==> config.mk <==
export PLATFORM = sky130hd
export DESIGN_NAME = m3i_merge
export DESIGN_NICKNAME = d
export VERILOG_FILES = /design/src/hw/rtl/m3i_pkg.sv /design/src/hw/rtl/m3i_merge.sv
export SDC_FILE = /design/constraint.sdc
export NUM_CORES = 1
export LEC_CHECK = 0
export BUFFER_PORTS_ARGS = -buffer_cell sky130_fd_sc_hd__buf_4
export CELL_PAD_IN_SITES_DETAIL_PLACEMENT = 0
export CELL_PAD_IN_SITES_GLOBAL_PLACEMENT = 1
export CORE_AREA = 10 10 335 337
export DETAILED_ROUTE_END_ITERATION = 8
export DIE_AREA = 0 0 345 347
export GPL_TIMING_DRIVEN = 0
export MAX_ROUTING_LAYER = met4
export PLACE_DENSITY = 0.52
export SETUP_SLACK_MARGIN = 0.2
export SYNTH_ARGS = -nofsm -noshare
export SYNTH_HDL_FRONTEND = slang
export SYNTH_SLANG_ARGS = --single-unit
==> constraint.sdc <==
create_clock -name vclk -period 5.25
set_input_delay 0.7875 -clock vclk [all_inputs]
set_output_delay 0.7875 -clock vclk [all_outputs]
set_load 0.02 [all_outputs]
==> src/hw/rtl/m3i_pkg.sv <==
// shared types and constants of the 3x3 matrix inverse
package m3i_pkg;

    localparam int N_EL   = 9;
    localparam int W_EL   = 32;
    localparam int W_COF  = 64;
    localparam int W_PLO  = 65;
    localparam int W_TERM = 97;
    localparam int W_DET  = 99;
    localparam int W_DMAG = 98;
    localparam int W_THR  = 16;
    localparam int N_STEP = 32;
    localparam int W_DATA = N_EL * W_EL;

    typedef logic signed [W_COF-1:0]      t_cof;
    typedef logic [N_EL-1:0][W_EL-1:0]    t_mat;
    typedef logic [3:0]                   t_idx;

    typedef struct packed {
        logic [W_EL-1:0] q;
        logic            ovf;
        logic            neg;
    } t_lane_res;

    localparam logic [W_THR-1:0] THR_RESET = 16'd7;
    localparam logic [W_EL-1:0]  SAT_POS   = 32'h7fff_ffff;
    localparam logic [W_EL-1:0]  SAT_NEG   = 32'h8000_0000;

    // cofactor k = e[A]*e[B] - e[C]*e[D]
    localparam t_idx COF_A [N_EL] = '{4'd4, 4'd7, 4'd1, 4'd5, 4'd8, 4'd2, 4'd3, 4'd6, 4'd0};
    localparam t_idx COF_B [N_EL] = '{4'd8, 4'd2, 4'd5, 4'd6, 4'd0, 4'd3, 4'd7, 4'd1, 4'd4};
    localparam t_idx COF_C [N_EL] = '{4'd7, 4'd1, 4'd4, 4'd8, 4'd2, 4'd5, 4'd6, 4'd0, 4'd3};
    localparam t_idx COF_D [N_EL] = '{4'd5, 4'd8, 4'd2, 4'd3, 4'd6, 4'd0, 4'd4, 4'd7, 4'd1};

endpackage

==> src/hw/rtl/m3i_merge.sv <==
// merge of the nine lanes: sign, saturation and singular bypass
module m3i_merge import m3i_pkg::*; (
    input  t_lane_res i_res [N_EL],
    input  t_mat      i_mat,
    input  logic      i_sing,
    output t_mat      o_mat
);

    always_comb begin
        for (int k = 0; k < N_EL; k++) begin
            if (i_sing) begin
                o_mat[k] = i_mat[k];
            end else if (i_res[k].neg) begin
                if (i_res[k].ovf || (i_res[k].q > SAT_NEG)) begin
                    o_mat[k] = SAT_NEG;
                end else begin
                    o_mat[k] = -i_res[k].q;
                end
            end else begin
                if (i_res[k].ovf || i_res[k].q[W_EL-1]) begin
                    o_mat[k] = SAT_POS;
                end else begin
                    o_mat[k] = i_res[k].q;
                end
            end
        end
    end

endmodule

==> results of run 1 <==
-- critical path, delay by kind of cell --
family	cells	cell delay (ns)
adder cells (fa/ha/maj)	1	0.17
buffers and inverters	5	0.96
AO/OA/AOI/OAI	3	0.96
AND/OR/NAND/NOR	3	1.28
-- logic make-up (layout without fill, tap and decap cells) --
family                   after synthesis  in the layout  synth area share (%)
other                                  0             32                     0
adder cells (fa/ha/maj)                9              9                 0.898
multiplexers                          19             19                  1.59
AO/OA/AOI/OAI                        805            805                  43.4
XOR/XNOR                              21             21                  1.47
AND/OR/NAND/NOR                     1062           1062                  44.0
buffers and inverters                287           1160                  8.72
-- report_power, final --
part	total (mW)	internal, mW	switching, mW
combinational	2.24	0.840	1.39
sequential	0	0	0
clock	0.000000833	0.000000833	0
total	2.24	0.840	1.39
-- placed cells by master, fill, tap and decap left out, drive strengths merged, types with 46 or more instances in the layout --
master / count
buf: 890
nor2: 258
nand2: 203
o21ai: 203
a21oi: 157
clkbuf: 156
nor3: 148
inv: 113
or3: 76
nor4: 74
a2bb2oi: 67
nand3: 54
a31oi: 47
o31a: 46
-- routing by layer --
layer	part of all wire, %	wire length, um	vias up	global-route usage (%)
met5	0	0	-	-
met4	2.0	2920	0	3.78
met3	7.3	10900	91	5.23
met2	47	70000	1117	38.8
met1	44	65300	11400	29.8
li1	-	-	10300	-
-- path summary, 6_finish.rpt --
| check | startpoint | to | slack (ns) |
|---|---|---|---|
| setup / recovery | i_res[70] | o_mat[221] | 0.29 |
| hold / removal | i_mat[152] | o_mat[152] | 1.88 |
-- cells in the mapped netlist (13+ instances only) --
master / n
sky130_fd_sc_hd__nand2_1: 203
sky130_fd_sc_hd__o22ai_1: 28
sky130_fd_sc_hd__a311oi_1: 16
sky130_fd_sc_hd__and3_1: 18
sky130_fd_sc_hd__nand4_1: 26
sky130_fd_sc_hd__nor4_1: 71
sky130_fd_sc_hd__inv_1: 112
sky130_fd_sc_hd__a32oi_1: 45
sky130_fd_sc_hd__nand3b_1: 26
sky130_fd_sc_hd__nor2b_1: 20
sky130_fd_sc_hd__nor2_1: 258
sky130_fd_sc_hd__xor2_1: 13
sky130_fd_sc_hd__a2bb2oi_1: 67
sky130_fd_sc_hd__nand2b_1: 26
sky130_fd_sc_hd__a31oi_1: 47
sky130_fd_sc_hd__or3_1: 74
sky130_fd_sc_hd__or4_1: 45
sky130_fd_sc_hd__o31ai_1: 42
sky130_fd_sc_hd__o21ai_0: 194
sky130_fd_sc_hd__nor3_1: 146
sky130_fd_sc_hd__clkbuf_1: 157
sky130_fd_sc_hd__a21oi_1: 157
sky130_fd_sc_hd__a221oi_1: 17
sky130_fd_sc_hd__nand3_1: 54
sky130_fd_sc_hd__o31a_1: 46
-- layout make-up --
cell class / instances / area, um2 / area share, %
inverter: 113 / 424 / 2.01
antenna: 32 / 80.1 / 0.379
timing repair buffer: 873 / 6570 / 31.1
tap: 1391 / 1740 / 8.25
buffer: 174 / 723 / 3.43
multi-input combinational: 1916 / 11600 / 54.8
-- per-stage QoR --
step | worst slack [ns] | utilization, %
2_1_floorplan | 0.946 | -
3_3_place_gp | -1.87 | 19.8
3_5_place_dp | -1.13 | 19.9
4_1_cts | 0.150 | 19.9
5_1_grt | 0.202 | 20.1
6_report | 0.295 | 20.1
==> impl_metrics.tcl, run 1 <==
set metrics [dict create \
    status "finished clean" \
    overall_die_width_um 345 \
    drc 0 \
    pwr_dens_nw_per_um2 106 \
    drive_gt1_share_pct 31.9 \
    max-cap-violations 0 \
    initial_core_util_pct 11.9 \
    report.power.total_mw 2.24 \
    slew_headroom_pct 9.07 \
    number_of_antenna_violations_at_the_first_check_in_global_routing 49 \
    filler_cell_count 12400 \
    synth_top_area_share_pct 7.74 \
    fin_tns_setup_ns 0 \
    fp.dieArea_um2 120000 \
    hold_path_depth 3 \
    postCtsHoldBufs 0 \
    place.detailed.hpwl_um 127000 \
    final_min_period_over_clock_period_pct 94.4 \
    max_slew.worst_pin.slew_ns 1.35 \
    finish.cell_count_without_fillers 4499 \
    placedCellCount 4467 \
    routed_via_density 5.09 \
    gr-total-overflow 0 \
    synthCells 2203 \
    ios 883 \
    grt_first_pass_wirelength_um 197000 \
    layout.cell_area.non_filler_um2 21100 \
    area.sequential_um2 0 \
    synth_area_leader_cell "sky130_fd_sc_hd__o21ai_0" \
    synth.yosys.warnings 0 \
    max_clock_freq_mhz 202 \
    std_cell_rows 119 \
    area_after_detailed_placement_um2 20900 \
    leading_cell_types_by_total_area_after_synthesis "sky130_fd_sc_hd__o21ai_0, sky130_fd_sc_hd__nor2_1, sky130_fd_sc_hd__a21oi_1, sky130_fd_sc_hd__nand2_1, sky130_fd_sc_hd__nor3_1" \
    netlist-cell-type-count 82 \
    rsz_0062_raised_after_global_routing "no" \
    die_h_um 347 \
    cpPeakStageDelay_ns 0.62 \
    setup-violations-final 0 \
    post_cts_resize_count 22 \
    num-nets-final 3682 \
    worst_hold_margin_ns 1.88 \
    postSynthNetCount 2807 \
    synthesis.area_per_instance_um2 5.69 \
    groute.usage.overall_pct 23.6 \
    timing.final.max_slew_violations 0 \
    cts_setup_buffers 0 \
    drt_pass1_iterations 5 \
    hold_viol_final 0 \
    numSequentialCells 0 \
    sort_of_element_at_the_end_of_the_critical_path "output pin" \
    syn-cell-area_um2 12500 \
    slowest_stage "sky130_fd_sc_hd__or4_1" \
    total_leakage_power_nw 8.25 \
    worstSetupPathType "in2out" \
    hold_path_class "in2out" \
    timing.critical_path.required_ns 4.46 \
    timing.critical_path.cells "buf_4, inv_1, ha_1, or3b_2, clkbuf_1, or4_1, o31ai_2, buf_2, nand2_1, o211a_1, a221oi_2, buf_4" \
    detailroute.via_count 22900 \
    final.min_clock_period_ns 4.96 \
    irDropWorstVdd_uv 40.4 \
    crit_arrival_ns 4.17 \
    first_iter_violations 1865 \
    setup.worst_path.start_class "input pin" \
    detail_route.wl_per_cell_um 33.1 \
    area.growth.synth_to_final_pct 68.3 \
    largest_net_degree_at_the_start_of_global_routing 11 \
    seq_area_frac_synth_pct 0 \
    port_buffers 870 \
    wl_um 149000 \
    nClkBuffers 0 \
    maximum_net_fanout_on_the_critical_path 10 \
    gp_congestion 0.978 \
    antenna_violating_nets_post_route 0 \
    critical-path-top-cell-by-count "sky130_fd_sc_hd__buf_4" \
    core-area_um2 105000 \
    grt_pass1_vias 22000 \
]
(Power assumes the default switching activity.)
==> run 2, diff against run 1 <==
--- a/config.mk
+++ b/config.mk
@@ -5,15 +5,16 @@
 export SDC_FILE = /design/constraint.sdc
 export NUM_CORES = 1
 export LEC_CHECK = 0
+export ABC_AREA = 1
 export BUFFER_PORTS_ARGS = -buffer_cell sky130_fd_sc_hd__buf_4
 export CELL_PAD_IN_SITES_DETAIL_PLACEMENT = 0
 export CELL_PAD_IN_SITES_GLOBAL_PLACEMENT = 1
-export CORE_AREA = 10 10 335 337
+export CORE_AREA = 10 10 331 333
 export DETAILED_ROUTE_END_ITERATION = 8
-export DIE_AREA = 0 0 345 347
+export DIE_AREA = 0 0 341 343
 export GPL_TIMING_DRIVEN = 0
 export MAX_ROUTING_LAYER = met4
-export PLACE_DENSITY = 0.52
+export PLACE_DENSITY = 0.58
 export SETUP_SLACK_MARGIN = 0.2
 export SYNTH_ARGS = -nofsm -noshare
 export SYNTH_HDL_FRONTEND = slang
==> run 2 against run 1 <==
Against the previous run: power shrank 2.1%; critical path type unchanged; non-clock buffer count shrank 27; sequential cell count is the same; cell count grew 21%; critical path depth shrank 4; via count grew 9.9%; count of clock-buffer cells in the layout is the same; largest cell class unchanged; global-route usage shrank 0.81 points; first-iteration DRC count grew 3.6%; synthesized cell count grew 43%; core utilization grew 2.3 points; hold slack is essentially flat.
==> impl_metrics.tcl, run 2 <==
set metrics [dict create \
    postCtsHoldBufs 0 \
    total_leakage_power_nw 10.0 \
    timing.final.max_slew_violations 0 \
    slew_headroom_pct 10.5 \
    timing.critical_path.cells "buf_4, buf_2, clkinv_1, clkbuf_1, clkbuf_2, nor2_1, a21oi_1, buf_4" \
    first_iter_violations 1932 \
    netlist_top_cells_count "sky130_fd_sc_hd__nor2_1, sky130_fd_sc_hd__nand2_1, sky130_fd_sc_hd__a21oi_1, sky130_fd_sc_hd__nand3_1, sky130_fd_sc_hd__inv_1" \
    pwr_dens_nw_per_um2 95.2 \
    seq_area_frac_synth_pct 0 \
    status "finished clean" \
    std_cell_rows 118 \
    synthCells 3154 \
    timing.critical_path.required_ns 4.46 \
    crit_path_start "i_sing" \
    grt_pass1_vias 25000 \
    mostFrequentLayoutCell "sky130_fd_sc_hd__buf_4" \
    synth_compound_area_share_pct 23.1 \
    routed_via_density 4.62 \
    wl_um 140000 \
    final_min_period_over_clock_period_pct 90.7 \
    cpPeakStageDelay_ns 0.60 \
    yosys.area_share.xor_xnor_pct 3.61 \
    setup-violations-final 0 \
    synth.mux.area_fraction_pct 0 \
    area_after_detailed_placement_um2 22900 \
    drc 0 \
    netlist-cell-type-count 37 \
    area.growth.synth_to_final_pct 58.1 \
    number_of_antenna_violations_at_the_first_check_in_global_routing 33 \
    fp.dieArea_um2 117000 \
    critical-path-top-cell-by-count "sky130_fd_sc_hd__buf_4" \
    detail_route.wl_per_cell_um 25.6 \
    groute.usage.overall_pct 22.8 \
    drive_gt1_share_pct 25.7 \
    port_buffers 880 \
    setup.worst_path.start_class "input pin" \
    core-area_um2 103000 \
    post_cts_resize_count 4 \
    antenna_violating_nets_post_route 0 \
    sort_of_element_at_the_end_of_the_critical_path "output pin" \
    synth_adder_area_share_pct 0.774 \
    rsz_0062_raised_after_global_routing "no" \
    max_clock_freq_mhz 210 \
    final_core_utilization_pct 22.4 \
    synth.yosys.warnings 0 \
    timing.critical_path.to "o_mat[61]" \
    postSynthNetCount 3758 \
    final.min_clock_period_ns 4.76 \
    hold_path_class "in2out" \
    layout.cell_area.non_filler_um2 23000 \
    synth_top_area_share_pct 21.7 \
    critical_path.top_delay_family "buffers and inverters" \
    synth_area_leader_cell "sky130_fd_sc_hd__nor2_1" \
    mostFrequentLayoutCells "sky130_fd_sc_hd__buf_4, sky130_fd_sc_hd__nor2_1, sky130_fd_sc_hd__nand2_1, sky130_fd_sc_hd__a21oi_1, sky130_fd_sc_hd__nand3_1" \
    maximum_net_fanout_on_the_critical_path 10 \
    max-cap-violations 0 \
    slowest_stage "sky130_fd_sc_hd__buf_2" \
    grt_first_pass_wirelength_um 189000 \
    die_h_um 343 \
    syn-cell-area_um2 14500 \
    gp_congestion 0.988 \
    cp.buffers_inverters 6 \
    drt_pass1_iterations 5 \
    synthesis.area_per_instance_um2 4.61 \
    num-nets-final 4641 \
    overall_die_width_um 341 \
    place.detailed.hpwl_um 123000 \
    leading_cell_types_by_total_area_after_synthesis "sky130_fd_sc_hd__nor2_1, sky130_fd_sc_hd__a21oi_1, sky130_fd_sc_hd__nand2_1, sky130_fd_sc_hd__nand3_1, sky130_fd_sc_hd__inv_1" \
    synth_simple_gate_area_share_pct 60.0 \
    dominant_combinational_cell_family_by_area_after_synthesis "simple AND/OR/NAND/NOR gates" \
    crit_cells 8 \
    nClkBuffers 0 \
    largest_net_degree_at_the_start_of_global_routing 11 \
    worst_hold_margin_ns 1.88 \
    numSequentialCells 0 \
    area.sequential_um2 0 \
    detailroute.via_count 25200 \
    ios 883 \
    crit_arrival_ns 3.98 \
    gr-total-overflow 0 \
    irDropWorstVdd_uv 39.8 \
    cts_setup_buffers 0 \
    synth.most_common_cell "sky130_fd_sc_hd__nor2_1" \
    worstSetupPathType "in2out" \
    hold_viol_final 0 \
    initial_core_util_pct 14.1 \
    max_slew.worst_pin.slew_ns 1.34 \
]
-- run 2: worst min-delay path by stage --
stage          depth (start not counted)  slack [ns]          to  startpoint
6_report                               4        1.88   o_mat[95]   i_mat[95]
4_1_cts                                4        1.88   o_mat[95]   i_mat[95]
2_1_floorplan                          2        1.75  o_mat[127]  i_mat[127]
5_1_grt                                4        1.89  o_mat[255]  i_mat[255]
3_3_place_gp                           4        1.88  o_mat[255]  i_mat[255]
3_5_place_dp                           4        1.88   o_mat[95]   i_mat[95]
-- run 2: final cells by class --
type                       count  area, um2
timing repair buffer         881       6630
multi-input combinational   2722      12700
buffer                       139        743
antenna                       29       72.6
inverter                     293       1100
fill                       12500      79900
tap                         1380       1730
-- run 2: worst min-delay path: cells and delay by family --
| family | cells | cell delay, ns |
|---|---|---|
| and+or+nand+nor | 2 | 0.09 |
| buffers and inverters | 2 | 0.21 |
-- run 2: logic make-up (layout without fill, tap and decap cells) --
group	count (synthesis)	in the layout
AOI/OAI and AO/OA	659	659
xor gates and xnor gates	60	60
adders and majority gates	9	9
buffers and inverters	432	1313
other	0	29
and+or+nand+nor	1994	1994
-- run 2: layer usage --
metal / routed length [um] / global-route usage [%]
met1: 60000 / 27.6
met2: 65600 / 37.5
met3: 9390 / 5.04
met4: 4600 / 6.71
met5: 0 / -
-- run 2: power breakdown --
part           switching (mW)  internal [mW]
Clock                       0    0.000000684
Sequential                  0              0
Combinational            1.37          0.816
Total                    1.37          0.816
-- run 2: per-stage QoR --
step                TNS (ns)  power, mW  instances  setup slack [ns]
floorplan                  0      0.927       3154              2.14
finish                     0       2.19       5444             0.487
global route               0       2.33       5442             0.349
CTS                        0       2.20       5415             0.294
detailed placement    -0.185       2.19       5415            -0.185
global placement      -16.42       2.19       5414             -1.32
